**src/rtl/spd_pkg.sv**
```systemverilog
// Shared types and constants of the encoder speed PID controller.
package spd_pkg;

   localparam int ACC_FRAC_BITS = 16;
   localparam int SCALE_SH      = ACC_FRAC_BITS - 8;

   // Field widths.
   localparam int TGT_W   = 14;
   localparam int GAIN_W  = 16;
   localparam int PPR_W   = 20;
   localparam int LIM_W   = 14;
   localparam int CNT_W   = 16;
   localparam int MS_W    = 16;
   localparam int DUTY_W  = 8;
   localparam int RPM_W   = 16;
   localparam int ERR_W   = 26;
   localparam int ACC_W   = 32;
   localparam int RATE_W  = 36;
   localparam int SUM_W   = 56;

   // Shared multiplier operand and product widths.
   localparam int MA_W = 17;
   localparam int MB_W = 40;
   localparam int MP_W = MA_W + MB_W;

   // Shared divider widths.
   localparam int DVD_W = (ACC_FRAC_BITS > 16) ? (34 + ACC_FRAC_BITS) : 50;
   localparam int DVS_W = 36;
   localparam int DCNT_W = $clog2(DVD_W + 1);

   // Division by 1000 in 16-bit digits, each digit by reciprocal multiplication.
   localparam int CD_DIG   = (DVD_W + 15) / 16;
   localparam int CD_W     = 16 * CD_DIG;
   localparam int CD_CNT_W = $clog2(CD_DIG + 1);
   localparam int CD_SH    = 36;
   localparam logic [26:0] CD_RECIP = 27'd68719477;
   localparam logic [25:0] CD_DIV   = 26'd1000;

   // Delta of the integral and the wider sum before clamping.
   localparam int DLT_W = ACC_FRAC_BITS + 26;

   // 60e6 * 256: pulses per rev are given times 1000, period in ms, speed in Q.8.
   localparam logic [MB_W-1:0] SPEED_K   = 40'd15360000000;
   localparam logic [MS_W-1:0] MS_MIN    = 16'd10;
   localparam logic [MA_W-1:0] MILLI     = 17'd1000;
   localparam logic [39:0]     ACC_MAX   = 40'd2147483647;
   localparam logic [SUM_W-1:0] SUM_TOP  = 56'd16711680;
   localparam logic [DUTY_W-1:0] DUTY_MAX = 8'd255;
   localparam logic [RPM_W-1:0]  RPM_MAX  = 16'd65535;

   // Register indexes.
   localparam int CSR_IDX_W = 3;
   localparam int CSR_DAT_W = 20;
   typedef enum logic [CSR_IDX_W-1:0] {
      REG_TARGET   = 3'd0,
      REG_KP       = 3'd1,
      REG_KI       = 3'd2,
      REG_KD       = 3'd3,
      REG_PPR      = 3'd4,
      REG_LIMIT    = 3'd5
   } reg_idx_type;

   localparam logic [TGT_W-1:0]  TARGET_RST = 14'd500;
   localparam logic [GAIN_W-1:0] KP_RST     = 16'd128;
   localparam logic [GAIN_W-1:0] KI_RST     = 16'd141;
   localparam logic [GAIN_W-1:0] KD_RST     = 16'd0;
   localparam logic [PPR_W-1:0]  PPR_RST    = 20'd62184;
   localparam logic [LIM_W-1:0]  LIMIT_RST  = 14'd10000;

   typedef enum logic [4:0] {
      OP_IDLE,
      OP_LOAD,
      OP_MUL_NUM,
      OP_MUL_DEN,
      OP_DIV_SPEED,
      OP_ERR,
      OP_MUL_EMS,
      OP_DIV_DELTA,
      OP_ACC,
      OP_MUL_DIFF,
      OP_DIV_RATE,
      OP_MUL_P,
      OP_MUL_I,
      OP_MUL_D,
      OP_SUM,
      OP_OUT
   } op_type;

   typedef enum logic [4:0] {
      ST_IDLE,
      ST_MUL_NUM,
      ST_MUL_DEN,
      ST_DIV_SPEED,
      ST_WAIT_SPEED,
      ST_ERR,
      ST_MUL_EMS,
      ST_DIV_DELTA,
      ST_WAIT_DELTA,
      ST_ACC,
      ST_MUL_DIFF,
      ST_DIV_RATE,
      ST_WAIT_RATE,
      ST_MUL_P,
      ST_MUL_I,
      ST_MUL_D,
      ST_SUM,
      ST_OUT
   } state_type;

   typedef struct packed {
      op_type op;
   } cmd_type;

   typedef struct packed {
      logic div_done;
   } stat_type;

endpackage

```
**src/rtl/spd_div.sv**
```systemverilog
// Dividers: restoring unsigned divider, one quotient bit per cycle, and division by 1000.
module spd_div (
   input  logic                      clock,
   input  logic                      reset,
   input  logic                      start,
   input  logic [spd_pkg::DVD_W-1:0] dividend,
   input  logic [spd_pkg::DVS_W-1:0] divisor,
   output logic                      done,
   output logic [spd_pkg::DVD_W-1:0] quotient
);
   import spd_pkg::*;

   logic [DVD_W-1:0]  quot_ff, quot_in;
   logic [DVS_W:0]    rem_ff, rem_in;
   logic [DVS_W-1:0]  dvs_ff, dvs_in;
   logic [DCNT_W-1:0] cnt_ff, cnt_in;
   logic              busy_ff, busy_in;
   logic              done_ff, done_in;
   logic [DVS_W+1:0]  rem_sh;
   logic [DVS_W+1:0]  rem_sub;

   always_comb begin
      rem_sh  = {rem_ff, quot_ff[DVD_W-1]};
      rem_sub = rem_sh - {2'b00, dvs_ff};
      quot_in = quot_ff;
      rem_in  = rem_ff;
      dvs_in  = dvs_ff;
      cnt_in  = cnt_ff;
      busy_in = busy_ff;
      done_in = 1'b0;
      if (start) begin
         quot_in = dividend;
         rem_in  = '0;
         dvs_in  = divisor;
         cnt_in  = DCNT_W'(DVD_W);
         busy_in = 1'b1;
      end else if (busy_ff) begin
         if (!rem_sub[DVS_W+1]) begin
            rem_in  = rem_sub[DVS_W:0];
            quot_in = {quot_ff[DVD_W-2:0], 1'b1};
         end else begin
            rem_in  = rem_sh[DVS_W:0];
            quot_in = {quot_ff[DVD_W-2:0], 1'b0};
         end
         cnt_in = cnt_ff - 1'b1;
         if (cnt_ff == DCNT_W'(1)) begin
            busy_in = 1'b0;
            done_in = 1'b1;
         end
      end
   end

   always_ff @(posedge clock) begin
      quot_ff <= quot_in;
      rem_ff  <= rem_in;
      dvs_ff  <= dvs_in;
      cnt_ff  <= cnt_in;
      if (reset) begin
         busy_ff <= 1'b0;
         done_ff <= 1'b0;
      end else begin
         busy_ff <= busy_in;
         done_ff <= done_in;
      end
   end

   assign done     = done_ff;
   assign quotient = quot_ff;

endmodule

// Unsigned division by 1000, one 16-bit digit of the dividend per cycle, top digit first.
module spd_cdiv (
   input  logic                      clock,
   input  logic                      reset,
   input  logic                      start,
   input  logic [spd_pkg::DVD_W-1:0] dividend,
   output logic                      done,
   output logic [spd_pkg::DVD_W-1:0] quotient
);
   import spd_pkg::*;

   logic [CD_W-1:0]     num_ff, num_in;
   logic [CD_W-1:0]     quot_ff, quot_in;
   logic [9:0]          rem_ff, rem_in;
   logic [CD_CNT_W-1:0] cnt_ff, cnt_in;
   logic                busy_ff, busy_in;
   logic                done_ff, done_in;
   logic [25:0]         part;
   logic [52:0]         recip_prod;
   logic [15:0]         digit_q;
   logic [25:0]         part_rem;

   always_comb begin
      // The remainder stays below 1000, so the partial dividend fits in 26 bits
      // and the reciprocal gives the exact digit.
      part       = {rem_ff, num_ff[CD_W-1 -: 16]};
      recip_prod = {27'd0, part} * {26'd0, CD_RECIP};
      digit_q    = recip_prod[CD_SH+15:CD_SH];
      part_rem   = part - {10'd0, digit_q} * CD_DIV;
      num_in  = num_ff;
      quot_in = quot_ff;
      rem_in  = rem_ff;
      cnt_in  = cnt_ff;
      busy_in = busy_ff;
      done_in = 1'b0;
      if (start) begin
         num_in  = CD_W'(dividend);
         quot_in = '0;
         rem_in  = '0;
         cnt_in  = CD_CNT_W'(CD_DIG);
         busy_in = 1'b1;
      end else if (busy_ff) begin
         num_in  = {num_ff[CD_W-17:0], 16'd0};
         quot_in = {quot_ff[CD_W-17:0], digit_q};
         rem_in  = part_rem[9:0];
         cnt_in  = cnt_ff - 1'b1;
         if (cnt_ff == CD_CNT_W'(1)) begin
            busy_in = 1'b0;
            done_in = 1'b1;
         end
      end
   end

   always_ff @(posedge clock) begin
      num_ff  <= num_in;
      quot_ff <= quot_in;
      rem_ff  <= rem_in;
      cnt_ff  <= cnt_in;
      if (reset) begin
         busy_ff <= 1'b0;
         done_ff <= 1'b0;
      end else begin
         busy_ff <= busy_in;
         done_ff <= done_in;
      end
   end

   assign done     = done_ff;
   assign quotient = quot_ff[DVD_W-1:0];

endmodule

```
**src/rtl/spd_dp.sv**
```systemverilog
// Datapath: settings, shared multiplier, shared divider and divide-by-1000 unit, PID state and result word.
module spd_dp (
   input  logic                          clock,
   input  logic                          reset,
   input  spd_pkg::cmd_type              cmd,
   output spd_pkg::stat_type             stat,
   input  logic                          csr_we,
   input  logic [spd_pkg::CSR_IDX_W-1:0] csr_index,
   input  logic [spd_pkg::CSR_DAT_W-1:0] csr_data,
   input  logic [31:0]                   req_tdata,
   output logic [31:0]                   rsp_tdata
);
   import spd_pkg::*;

   logic [TGT_W-1:0]  target_ff;
   logic [GAIN_W-1:0] kp_ff, ki_ff, kd_ff;
   logic [PPR_W-1:0]  ppr_ff;
   logic [LIM_W-1:0]  limit_ff;

   logic [CNT_W-1:0]        cnt_ff;
   logic [MS_W-1:0]         ms_ff;
   logic [DVD_W-1:0]        num_ff;
   logic signed [MP_W-1:0]  prod_ff;
   logic signed [ERR_W-1:0] err_ff, last_ff;
   logic signed [ACC_W-1:0] integ_ff;
   logic signed [RATE_W-1:0] rate_ff;
   logic signed [SUM_W-1:0] sum_ff;
   logic                    neg_ff;
   logic                    iflag_ff;
   logic [RPM_W-1:0]        rpm_ff;
   logic [RPM_W-1:0]        rpm_out_ff;
   logic [DUTY_W-1:0]       duty_ff;
   logic                    dsat_ff;
   logic                    oflag_ff;

   logic signed [MA_W-1:0]  mul_a;
   logic signed [MB_W-1:0]  mul_b;
   logic                    div_start;
   logic [DVD_W-1:0]        div_dvd;
   logic [DVS_W-1:0]        div_dvs;
   logic                    div_done;
   logic [DVD_W-1:0]        div_quot;
   logic                    cdiv_start;
   logic [DVD_W-1:0]        cdiv_dvd;
   logic                    cdiv_done;
   logic [DVD_W-1:0]        cdiv_quot;

   logic [MS_W-1:0]         req_ms;
   logic [PPR_W-1:0]        ppr_eff;
   logic [MP_W-1:0]         prod_abs;
   logic signed [DVD_W+1:0] err_wide;
   logic signed [ERR_W-1:0] err_sat;
   logic [RPM_W-1:0]        rpm_val;
   logic signed [DLT_W-1:0] delta;
   logic signed [DLT_W:0]   acc_sum;
   logic [39:0]             lim_wide;
   logic signed [DLT_W:0]   lim;
   logic signed [ERR_W:0]   err_diff;
   logic signed [RATE_W-1:0] rate_val;
   logic signed [MP_W-1:0]  integ_term;
   logic [DUTY_W-1:0]       duty_val;
   logic                    dsat_val;

   spd_div u_div (
      .clock    (clock),
      .reset    (reset),
      .start    (div_start),
      .dividend (div_dvd),
      .divisor  (div_dvs),
      .done     (div_done),
      .quotient (div_quot)
   );

   spd_cdiv u_cdiv (
      .clock    (clock),
      .reset    (reset),
      .start    (cdiv_start),
      .dividend (cdiv_dvd),
      .done     (cdiv_done),
      .quotient (cdiv_quot)
   );

   // Only one of the two dividers runs at a time.
   assign stat.div_done = div_done || cdiv_done;

   always_comb begin
      req_ms   = (req_tdata[31:16] < MS_MIN) ? MS_MIN : req_tdata[31:16];
      ppr_eff  = (ppr_ff == '0) ? PPR_W'(1) : ppr_ff;
      prod_abs = prod_ff[MP_W-1] ? MP_W'(-prod_ff) : MP_W'(prod_ff);

      // Speed error, saturated to the error range.
      err_wide = $signed({2'b00, DVD_W'({target_ff, 8'd0})}) - $signed({2'b00, div_quot});
      if (err_wide > (DVD_W+2)'(2**(ERR_W-1) - 1))
         err_sat = ERR_W'(2**(ERR_W-1) - 1);
      else if (err_wide < -(DVD_W+2)'(2**(ERR_W-1)))
         err_sat = ERR_W'(-(2**(ERR_W-1)));
      else
         err_sat = err_wide[ERR_W-1:0];
      rpm_val = (div_quot[DVD_W-1:RPM_W+8] != '0) ? RPM_MAX : div_quot[RPM_W+7:8];

      delta    = neg_ff ? -DLT_W'(cdiv_quot) : DLT_W'(cdiv_quot);
      acc_sum  = (DLT_W+1)'(integ_ff) + (DLT_W+1)'(delta);
      lim_wide = 40'(limit_ff) << ACC_FRAC_BITS;
      lim      = (lim_wide > ACC_MAX) ? (DLT_W+1)'(ACC_MAX) : (DLT_W+1)'(lim_wide);

      err_diff = (ERR_W+1)'(err_ff) - (ERR_W+1)'(last_ff);
      rate_val = neg_ff ? -RATE_W'(div_quot) : RATE_W'(div_quot);

      // Integral term divided by the scale, rounded toward zero.
      if (prod_ff[MP_W-1])
         integ_term = (prod_ff + MP_W'((2**SCALE_SH) - 1)) >>> SCALE_SH;
      else
         integ_term = prod_ff >>> SCALE_SH;

      dsat_val = 1'b0;
      if (sum_ff[SUM_W-1]) begin
         duty_val = '0;
         dsat_val = 1'b1;
      end else if (sum_ff > $signed(SUM_TOP)) begin
         duty_val = DUTY_MAX;
         dsat_val = 1'b1;
      end else begin
         duty_val = sum_ff[23:16];
      end
   end

   // Multiplier and divider operand selection.
   always_comb begin
      mul_a      = '0;
      mul_b      = '0;
      div_start  = 1'b0;
      div_dvd    = num_ff;
      div_dvs    = prod_ff[DVS_W-1:0];
      cdiv_start = 1'b0;
      cdiv_dvd   = DVD_W'(prod_abs) << SCALE_SH;
      case (cmd.op)
         OP_MUL_NUM: begin
            mul_a = MA_W'({1'b0, cnt_ff});
            mul_b = SPEED_K;
         end
         OP_MUL_DEN: begin
            mul_a = MA_W'({1'b0, ms_ff});
            mul_b = MB_W'(ppr_eff);
         end
         OP_DIV_SPEED: div_start = 1'b1;
         OP_MUL_EMS: begin
            mul_a = MA_W'({1'b0, ms_ff});
            mul_b = MB_W'(err_ff);
         end
         OP_DIV_DELTA: cdiv_start = 1'b1;
         OP_MUL_DIFF: begin
            mul_a = MILLI;
            mul_b = MB_W'(err_diff);
         end
         OP_DIV_RATE: begin
            div_start = 1'b1;
            div_dvd   = DVD_W'(prod_abs);
            div_dvs   = DVS_W'(ms_ff);
         end
         OP_MUL_P: begin
            mul_a = MA_W'({1'b0, kp_ff});
            mul_b = MB_W'(err_ff);
         end
         OP_MUL_I: begin
            mul_a = MA_W'({1'b0, ki_ff});
            mul_b = MB_W'(integ_ff);
         end
         OP_MUL_D: begin
            mul_a = MA_W'({1'b0, kd_ff});
            mul_b = MB_W'(rate_ff);
         end
         default: ;
      endcase
   end

   always_ff @(posedge clock) begin
      prod_ff <= MP_W'(mul_a) * MP_W'(mul_b);
      case (cmd.op)
         OP_LOAD: begin
            cnt_ff <= req_tdata[15:0];
            ms_ff  <= req_ms;
         end
         OP_MUL_DEN:   num_ff <= prod_ff[DVD_W-1:0];
         OP_ERR: begin
            err_ff <= err_sat;
            rpm_ff <= rpm_val;
         end
         OP_DIV_DELTA: neg_ff <= prod_ff[MP_W-1];
         OP_DIV_RATE:  neg_ff <= prod_ff[MP_W-1];
         OP_MUL_P:     rate_ff <= rate_val;
         OP_MUL_I:     sum_ff <= SUM_W'(prod_ff);
         OP_MUL_D:     sum_ff <= sum_ff + SUM_W'(integ_term);
         OP_SUM:       sum_ff <= sum_ff + SUM_W'(prod_ff);
         OP_OUT: begin
            duty_ff    <= duty_val;
            dsat_ff    <= dsat_val;
            oflag_ff   <= iflag_ff;
            rpm_out_ff <= rpm_ff;
         end
         default: ;
      endcase
   end

   // Controller state that survives between ticks, and the settings.
   always_ff @(posedge clock) begin
      if (reset) begin
         integ_ff  <= '0;
         last_ff   <= '0;
         iflag_ff  <= 1'b0;
         target_ff <= TARGET_RST;
         kp_ff     <= KP_RST;
         ki_ff     <= KI_RST;
         kd_ff     <= KD_RST;
         ppr_ff    <= PPR_RST;
         limit_ff  <= LIMIT_RST;
      end else begin
         if (cmd.op == OP_ACC) begin
            if (acc_sum > lim) begin
               integ_ff <= ACC_W'(lim);
               iflag_ff <= 1'b1;
            end else if (acc_sum < -lim) begin
               integ_ff <= ACC_W'(-lim);
               iflag_ff <= 1'b1;
            end else begin
               integ_ff <= ACC_W'(acc_sum);
               iflag_ff <= 1'b0;
            end
         end
         if (cmd.op == OP_MUL_DIFF) last_ff <= err_ff;
         if (csr_we) begin
            unique case (csr_index)
               REG_TARGET: target_ff <= csr_data[TGT_W-1:0];
               REG_KP:     kp_ff     <= csr_data[GAIN_W-1:0];
               REG_KI:     ki_ff     <= csr_data[GAIN_W-1:0];
               REG_KD:     kd_ff     <= csr_data[GAIN_W-1:0];
               REG_PPR:    ppr_ff    <= csr_data[PPR_W-1:0];
               REG_LIMIT:  limit_ff  <= csr_data[LIM_W-1:0];
               default: ;
            endcase
         end
      end
   end

   assign rsp_tdata = {6'd0, oflag_ff, dsat_ff, rpm_out_ff, duty_ff};

endmodule

```
**src/rtl/spd_ctrl.sv**
```systemverilog
// Sequencer that steps the datapath through one control tick.
module spd_ctrl (
   input  logic              clock,
   input  logic              reset,
   input  logic              req_tvalid,
   output logic              req_tready,
   output logic              rsp_tvalid,
   input  logic              rsp_tready,
   input  spd_pkg::stat_type stat,
   output spd_pkg::cmd_type  cmd
);
   import spd_pkg::*;

   state_type state_ff, state_in;
   logic      rsp_valid_ff, rsp_valid_in;
   logic      out_free;

   assign out_free = !rsp_valid_ff || rsp_tready;

   always_comb begin
      state_in = state_ff;
      unique case (state_ff)
         ST_IDLE:       if (req_tvalid) state_in = ST_MUL_NUM;
         ST_MUL_NUM:    state_in = ST_MUL_DEN;
         ST_MUL_DEN:    state_in = ST_DIV_SPEED;
         ST_DIV_SPEED:  state_in = ST_WAIT_SPEED;
         ST_WAIT_SPEED: if (stat.div_done) state_in = ST_ERR;
         ST_ERR:        state_in = ST_MUL_EMS;
         ST_MUL_EMS:    state_in = ST_DIV_DELTA;
         ST_DIV_DELTA:  state_in = ST_WAIT_DELTA;
         ST_WAIT_DELTA: if (stat.div_done) state_in = ST_ACC;
         ST_ACC:        state_in = ST_MUL_DIFF;
         ST_MUL_DIFF:   state_in = ST_DIV_RATE;
         ST_DIV_RATE:   state_in = ST_WAIT_RATE;
         ST_WAIT_RATE:  if (stat.div_done) state_in = ST_MUL_P;
         ST_MUL_P:      state_in = ST_MUL_I;
         ST_MUL_I:      state_in = ST_MUL_D;
         ST_MUL_D:      state_in = ST_SUM;
         ST_SUM:        state_in = ST_OUT;
         ST_OUT:        if (out_free) state_in = ST_IDLE;
         default:       state_in = ST_IDLE;
      endcase
   end

   always_comb begin
      cmd.op     = OP_IDLE;
      req_tready = 1'b0;
      unique case (state_ff)
         ST_IDLE: begin
            req_tready = 1'b1;
            if (req_tvalid) cmd.op = OP_LOAD;
         end
         ST_MUL_NUM:   cmd.op = OP_MUL_NUM;
         ST_MUL_DEN:   cmd.op = OP_MUL_DEN;
         ST_DIV_SPEED: cmd.op = OP_DIV_SPEED;
         ST_ERR:       cmd.op = OP_ERR;
         ST_MUL_EMS:   cmd.op = OP_MUL_EMS;
         ST_DIV_DELTA: cmd.op = OP_DIV_DELTA;
         ST_ACC:       cmd.op = OP_ACC;
         ST_MUL_DIFF:  cmd.op = OP_MUL_DIFF;
         ST_DIV_RATE:  cmd.op = OP_DIV_RATE;
         ST_MUL_P:     cmd.op = OP_MUL_P;
         ST_MUL_I:     cmd.op = OP_MUL_I;
         ST_MUL_D:     cmd.op = OP_MUL_D;
         ST_SUM:       cmd.op = OP_SUM;
         ST_OUT:       if (out_free) cmd.op = OP_OUT;
         default:      cmd.op = OP_IDLE;
      endcase
   end

   always_comb begin
      rsp_valid_in = rsp_valid_ff;
      if (cmd.op == OP_OUT) rsp_valid_in = 1'b1;
      else if (rsp_tready) rsp_valid_in = 1'b0;
   end

   always_ff @(posedge clock) begin
      if (reset) begin
         state_ff     <= ST_IDLE;
         rsp_valid_ff <= 1'b0;
      end else begin
         state_ff     <= state_in;
         rsp_valid_ff <= rsp_valid_in;
      end
   end

   assign rsp_tvalid = rsp_valid_ff;

endmodule

```
**src/rtl/encoder_speed_pid_unit.sv**
```systemverilog
// Top level of the encoder speed PID controller.
//
//   channel  dir  word contents (low bit first)
//   req      in   pulse_count[15:0], elapsed_ms[31:16]
//   rsp      out  pwm_duty[7:0], measured_rpm[23:8], drive_saturated[24],
//                 integral_clamped[25], zero pad
//   csr      in   csr_index selects the register, csr_data holds its value
//
// A tick passes twice through the shared one-bit-per-cycle divider, once through
// the division by 1000 in four 16-bit digits, and through the multiply, error,
// integral, sum and output steps. Ticks are processed one at a time; the next
// word can be accepted in the same cycle as the result appears in the output
// register, and a result that is not taken holds the next tick in its last step.
// Reset is synchronous and restores the register defaults and clears the
// integral and last error.
module encoder_speed_pid_unit (
   input  logic                          clock,
   input  logic                          reset,
   input  logic                          req_tvalid,
   output logic                          req_tready,
   input  logic [31:0]                   req_tdata,  // pulse_count, elapsed_ms
   output logic                          rsp_tvalid,
   input  logic                          rsp_tready,
   output logic [31:0]                   rsp_tdata,  // pwm_duty, measured_rpm,
                                                     // drive_saturated, integral_clamped
   input  logic                          csr_valid,
   output logic                          csr_ready,
   input  logic [spd_pkg::CSR_IDX_W-1:0] csr_index,
   input  logic [spd_pkg::CSR_DAT_W-1:0] csr_data
);
   import spd_pkg::*;

   cmd_type  cmd;
   stat_type stat;

   assign csr_ready = 1'b1;

   spd_ctrl u_ctrl (
      .clock      (clock),
      .reset      (reset),
      .req_tvalid (req_tvalid),
      .req_tready (req_tready),
      .rsp_tvalid (rsp_tvalid),
      .rsp_tready (rsp_tready),
      .stat       (stat),
      .cmd        (cmd)
   );

   spd_dp u_dp (
      .clock     (clock),
      .reset     (reset),
      .cmd       (cmd),
      .stat      (stat),
      .csr_we    (csr_valid && csr_ready),
      .csr_index (csr_index),
      .csr_data  (csr_data),
      .req_tdata (req_tdata),
      .rsp_tdata (rsp_tdata)
   );

endmodule

```
**config.mk**
```make
export PLATFORM = sky130hd
export DESIGN_NAME = encoder_speed_pid_unit
export DESIGN_NICKNAME = d
export VERILOG_FILES = /design/src/rtl/spd_pkg.sv /design/src/rtl/spd_div.sv /design/src/rtl/spd_dp.sv /design/src/rtl/spd_ctrl.sv /design/src/rtl/encoder_speed_pid_unit.sv
export SDC_FILE = /design/constraint.sdc
export NUM_CORES = 2
export LEC_CHECK = 0
export ABC_CLOCK_PERIOD_IN_PS = 15400
export BUFFER_PORTS_ARGS = -buffer_cell sky130_fd_sc_hd__buf_4
export CELL_PAD_IN_SITES_DETAIL_PLACEMENT = 1
export CELL_PAD_IN_SITES_GLOBAL_PLACEMENT = 1
export CORE_AREA = 5 5 492 591
export CTS_CLUSTER_SIZE = 30
export DETAILED_ROUTE_END_ITERATION = 10
export DIE_AREA = 0 0 497 596
export PLACE_DENSITY = 0.44
export REMOVE_ABC_BUFFERS = 1
export SYNTH_ARGS = -nofsm -noshare
export SYNTH_HDL_FRONTEND = slang
export SYNTH_SLANG_ARGS = --single-unit
export TNS_END_PERCENT = 50
```
**constraint.sdc**
```tcl
create_clock -name clock -period 15.4 [get_ports clock]
set_clock_uncertainty 0.2 [all_clocks]
set_input_delay 1.54 -clock clock [delete_from_list [all_inputs] [get_ports clock]]
set_output_delay 1.54 -clock clock [all_outputs]
set_load 0.01 [all_outputs]
```
# ---- Word-level counts from Yosys, hierarchy flattened
# Index checks and enable logic that the tools add are counted.
dict set report totals {
  register_bits 705
  input_bits 60
}
dict set report op_classes {
  add_sub_neg 14
  mul 3
  n_lt_le_gt_ge 7
  n_eq_ne 44
  mux 46
  bitwise_logic 2
  reduce_logical 24
}
# cell n
set ops {}
lappend ops {{50-bit 2-to-1 mux} 6}
lappend ops {{40-bit case mux with 6 select lines} 1}
lappend ops {{56-bit case mux with 3 select lines} 1}
lappend ops {{56-bit adder} 2}
lappend ops {{16-bit case mux with 6 select lines} 1}
lappend ops {{5-bit case mux with 18 select lines} 1}
lappend ops {{5-bit by 4-bit equality test with 1-bit output (second input constant)} 16}
lappend ops {{5-bit case mux with 15 select lines} 1}
lappend ops {{32-bit 2-to-1 mux} 2}
lappend ops {{57-bit by 9-bit adder with 57-bit output (second input constant)} 1}
lappend ops {{17-bit by 40-bit multiplier with 57-bit output} 1}
lappend ops {{56-bit by 25-bit greater-than comparator with 1-bit output (second input constant)} 1}
lappend ops {{56-bit 2-to-1 mux} 1}
lappend ops {{52-bit by 26-bit greater-than comparator with 1-bit output (second input constant)} 1}
lappend ops {{52-bit by 26-bit less-than comparator with 1-bit output (second input constant)} 1}
lappend ops {{26-bit by 27-bit multiplier with 52-bit output (second input constant)} 1}
lappend ops {{22-bit by 50-bit subtractor with 51-bit output} 1}
lappend ops {{50-bit negation} 1}
lappend ops {{32-bit by 42-bit adder with 43-bit output} 1}
lappend ops {{43-bit greater-than comparator} 1}
lappend ops {{43-bit less-than comparator} 1}
lappend ops {{43-bit negation} 1}
lappend ops {{42-bit 2-to-1 mux} 1}
lappend ops {{42-bit negation} 1}
lappend ops {{42 further kinds} 94}

# ---- Longest topological paths before layout
dict set report logic_depth {
  depth_word 8
  ltp_mapped 41
  depth_no_buf 41
}

# ---- By module
# Synthesis repeated with hierarchy kept, for this count alone.
dict set report unflattened {
  cells_unflattened 8261
  hier_area_um2 75059.5
}
# module instances cells_per_inst area_per_inst_um2 seq_area_each_um2
set modules_own_cells {}
lappend modules_own_cells {spd_dp 1 6000 51291.7 11541.1}
lappend modules_own_cells {spd_cdiv 1 1519 15876.5 3083.0}
lappend modules_own_cells {spd_div 1 682 7435.9 3483.3}
lappend modules_own_cells {spd_ctrl 1 58 444.2 120.1}
lappend modules_own_cells {encoder_speed_pid_unit 1 2 11.3 0.0}

# ---- Worst setup path before layout
# OpenSTA, ideal clock, no wires.
dict set report synth_path {
  path_type {flip-flop to flip-flop}
  startpoint {register u_dp.err_ff[0]}
  endpoint {register u_dp.prod_ff[56]}
  arrival_ns 9.498
  t_required_ns 15.128
  setup_slack_ns 5.630
  path_stages_with_launch 37
  n_path_buf 1
  synth_period_minus_slack_ns 9.770
  path_cell_list {edfxtp_1 > inv_1 > ha_1 > fa_1 > nand2b_1 > a21oi_1 > o21ai_0 > a21o_1 > a21oi_1 > a31oi_1 > o31a_1 > o21ai_0 > nand4_1 > a32o_1 > clkbuf_1 > a2111oi_0 > nor2_1 > fa_1 > inv_1 > fa_1 > fa_1 > inv_1 > fa_1 > fa_1 > inv_1 > fa_1 > inv_1 > ha_1 > nand3_1 > nor2_1 > a211o_1 > a221o_1 > a31oi_1 > o21ai_0 > a211o_1 > a21oi_1 > xnor2_1}
}
dict set report synth_between {
  elab_chain_len 3
}
# item line
set synth_rtl {}
lappend synth_rtl {{from (decl)} spd_dp.sv:24} ;# logic signed [ERR_W-1:0] err_ff, last_ff;
lappend synth_rtl {{from (signal assigned)} spd_dp.sv:185} ;# err_ff <= err_sat;
lappend synth_rtl {{26-bit by 26-bit subtractor with 27-bit output} spd_dp.sv:106} ;# err_diff = (ERR_W+1)'(err_ff) - (ERR_W+1)'(last_ff);
lappend synth_rtl {{40-bit case mux with 6 select lines (*)} spd_dp.sv:136} ;# case (cmd.op)
lappend synth_rtl {{17-bit by 40-bit multiplier with 57-bit output (*)} spd_dp.sv:177} ;# prod_ff <= MP_W'(mul_a) * MP_W'(mul_b);
lappend synth_rtl {{to (signal assigned)} spd_dp.sv:177}
lappend synth_rtl {{to (decl)} spd_dp.sv:23} ;# logic signed [MP_W-1:0] prod_ff;
# Every way passes the cells marked *; elsewhere a longest branch is shown, timed or not.
# A chain may end at the register's enable or synchronous reset.

# ---- Worst setup path after layout
dict set report layout_path {
  startpoint {register u_dp.u_cdiv.num_ff[63]}
  endpoint {register u_dp.u_cdiv.rem_ff[9]}
}
dict set report layout_between {
  elab_chain_len 3
}
# item line
set layout_rtl {}
lappend layout_rtl {{from (decl)} spd_div.sv:83} ;# logic [CD_W-1:0] num_ff, num_in;
lappend layout_rtl {{from (signal assigned)} spd_div.sv:126} ;# num_ff <= num_in;
lappend layout_rtl {{26-bit by 27-bit multiplier with 52-bit output} spd_div.sv:98} ;# recip_prod = {27'd0, part} * {26'd0, CD_RECIP};
lappend layout_rtl {{via u_dp.u_cdiv.recip_prod[38]} spd_div.sv:90} ;# logic [52:0] recip_prod;
lappend layout_rtl {{16-bit by 7-bit multiplier with 7-bit output} spd_div.sv:100} ;# part_rem = part - {10'd0, digit_q} * CD_DIV;
lappend layout_rtl {{10-bit subtractor} spd_div.sv:100}
lappend layout_rtl {{to (signal assigned)} spd_div.sv:128} ;# rem_ff <= rem_in;
lappend layout_rtl {{to (decl)} spd_div.sv:85} ;# logic [9:0] rem_ff, rem_in;
# The timed path passes the listed nets, and every way through them passes these cells.

==> impl_results.md <==
* Clk sinks at approximately 700
* CP Class: reg -> reg
* Synth-to-layout area growth at 11.6%
* Area of the mapped netlist at around 73,000 µm²
* Avg WL per Cell at 25.3 µm
* Worst-margin pin slew at around 1.2 ns
* Iteration-0 DRC Markers at approximately 3,000
* Global-route wire length before repair at 450 mm
* Number of cells after detailed placement at roughly 12,000
* Synth Instances at 8,305
* Leak at around 36 nW
* Gr usage total at roughly a fifth
* Arrival @ worst endpoint at between 10 and 15 ns
* Vias per cell at slightly below 5
* Synthesis Warnings at 0
* Max rail drop VDD at 546 µV
* Share of synthesized registers carrying an async set or reset at 0%
* Core Region at 285,000 µm²
* Post-route ant nets at 0
* CP max FO at 9
* Grt ovf at 0
* Routed vias at 58,900
* Initial Util at around 26%
* GR Util met2 at 36.8%
* Row Count at ~220
* Met3 usage at 1.97%
* Resized cells post-CTS at 0
* Post-synth top area share at a little over a fifth
* Synth top area cells: fa_1 (21%), edfxtp_1 (15%), ha_1 (11%)
* Adder-cell share of the synthesized area at between 30% and 40%
* Antenna violations before repair at 23
* CTS tree: done
* Primary FF master, synth: edfxtp_1
* Hold buffers post-CTS at 0
* IO Pins at 95
* Final min period at 11.75 ns
* IO buf count at 87
* Final instance area at ~82,000 µm²
* Startpoint Class: flop
* Clock Path Buffers at 3
* Ranking of synthesized cells by instance count: inv_1 (1,232), nand2_1 (1,131), fa_1 (775)
* M1 GR Usage at 25.1%
* Largest net degree at the start of global routing at 98
* Worst-path clk slew at 0.07 ns
* Max transition margin at around 18%
* Worst min path class: reg -> reg
* Setup repair bufs after CTS at 0
* Slew Limit Fails at 0
* Post-synth EDFFs at about 370
* H-tree levels at 3
* Synth Area in XOR/XNOR at under 10%
* RePlAce Congestion at 0.858
* Post-synthesis sequential area ratio at ~24%
* Fin cells at 12,100
* Grt peak-use layer: met2
* Layout cells sized above 1 at between 6 and 7%
* CP Data Required Time at around 16 ns
* Largest family of logic cells by synthesized area: adder cells
* Outcome: finished, final reports clean
* Number of failing hold endpoints at the final stage at 0
* RSZ-0062 raised after global routing: no
* DP HPWL at approximately 250 mm
* Post-synth top area cell: fa_1
* FF+latch count, synth at ~710
* Slowest-stage cell, CP: xnor2_1
* Post-layout util at between 20% and 30%
* Die area at ~300,000 µm²
* Fraction of synthesized area in multiplexers at 2.19%
* Max cap viols at 0
* Crit end category: flop
* Yosys cell types at 90
* Final total power at 0.0147 W
* Chip height at 596 µm
* Fmax at between 0.08 and 0.09 GHz
* Worst stage delay on the critical path at approximately 0.94 ns
* Most common cell in the netlist: inv_1
* Power per standard cell area at 180 nW/µm²
* Root buffer cell: clkbuf_16
* Vias in the first global route at 64,500
* Synth Area in Compound Gates at around an eighth
* Post-synthesis area per instance at between 8 and 9 µm²
* Placed Area at between 70,000 and 80,000 µm²
* DRC viols at 0
* Final worst-path cycle share at 76.3%
* Die width at between 400 and 500 µm
* Routed WL at ~310 mm
* Setup TNS at 0 ns
* DR pass1 iterations at 7
* Final setup viols at 0
* Simple-gate share of the synthesized area at roughly 15%
* Num CTS Buffers at 86
* Layout net count at around 9,700
* Clk Latency, worst-skew pair at 0.71 ns
==> cells by family after synthesis <==
kind of cell / count (synthesis)
simple gates: 2482
buf+inv: 1625
compound gates: 1500
fa+ha+maj: 1411
flops: 705
xor+xnor: 423
mux: 157
other cells: 2
==> worst paths after layout <==
check / startpoint / end / slack, ns / depth (start not counted)
max reg2reg: u_dp.u_cdiv.num_ff[63] / u_dp.u_cdiv.rem_ff[9] / 3.65 / 37
max: u_dp.u_cdiv.num_ff[63] / u_dp.u_cdiv.rem_ff[9] / 3.65 / 37
min reg2reg: u_dp.rpm_ff[0] / u_dp.rpm_out_ff[0] / 0.23 / 0
min: u_dp.rpm_ff[0] / u_dp.rpm_out_ff[0] / 0.23 / 0
==> sequential cells by signal, summed over array words and instances, names as in the netlist, 20 cells and up <==
signal / cells
u_dp.prod_ff: 57
u_dp.sum_ff: 56
u_dp.u_cdiv.num_ff: 56
u_dp.num_ff: 50
u_dp.u_div.quotient: 50
u_dp.u_cdiv.quot_ff: 42
u_dp.u_div.rem_ff: 37
u_dp.rate_ff: 36
u_dp.u_div.dvs_ff: 36
u_dp.integ_ff: 32
u_dp.err_ff: 26
u_dp.last_ff: 26
u_dp.ppr_ff: 20
==> final cells by class <==
| class | instances | area (µm²) |
|---|---|---|
| fill | 33100 | 203000 |
| multi-input combinational | 5980 | 49800 |
| sequential | 705 | 17800 |
| tap | 3797 | 4750 |
| inverter | 1234 | 4630 |
| clock buffer | 111 | 2400 |
| timing repair buffer | 250 | 1880 |
| clock inverter | 51 | 628 |
| antenna | 6 | 15.0 |
==> metal layers <==
metal  share of wire (%)  up-vias
li1                    -    27400
met1                  42    30400
met2                  51      803
met3                 2.7      286
met4                 4.0        4
met5              0.0088        -
==> where the power goes <==
group	switching, W	total [W]	internal (W)
Clock	0.000956	0.00225	0.00130
Combinational	0.00580	0.00998	0.00418
Sequential	0.000267	0.00247	0.00221
Total	0.00702	0.0147	0.00769
==> layout by cell type, fill, tap and decap left out, drive strengths merged, types with 143 or more instances in the layout <==
master / synthesis / routed
a21o: 143 / 143
nand2: 1131 / 1131
buf: 39 / 250
inv: 1233 / 1237
a21oi: 471 / 471
fa: 775 / 775
edfxtp: 371 / 371
o21ai: 385 / 385
nor2: 542 / 542
ha: 636 / 636
xnor2: 288 / 288
dfxtp: 334 / 334
==> metrics by stage <==
step                hold slack, ns  setup WS, ns
floorplan                    0.200          1.88
global placement             0.204          3.62
detailed placement           0.209          3.51
CTS                          0.230          3.47
global route                 0.238          3.16
finish                       0.230          3.65
==> worst max-delay path: cells and delay by family (launching register included) <==
| family | cells | cell delay [ns] |
|---|---|---|
| DFF | 1 | 0.76 |
| and+or+nand+nor | 2 | 0.37 |
| buffers and inverters | 8 | 0.83 |
| adders and majority gates | 14 | 6.11 |
| xor gates and xnor gates | 7 | 1.83 |
| AOI/OAI and AO/OA | 6 | 1.51 |
Power figures use the tool's default switching activity.
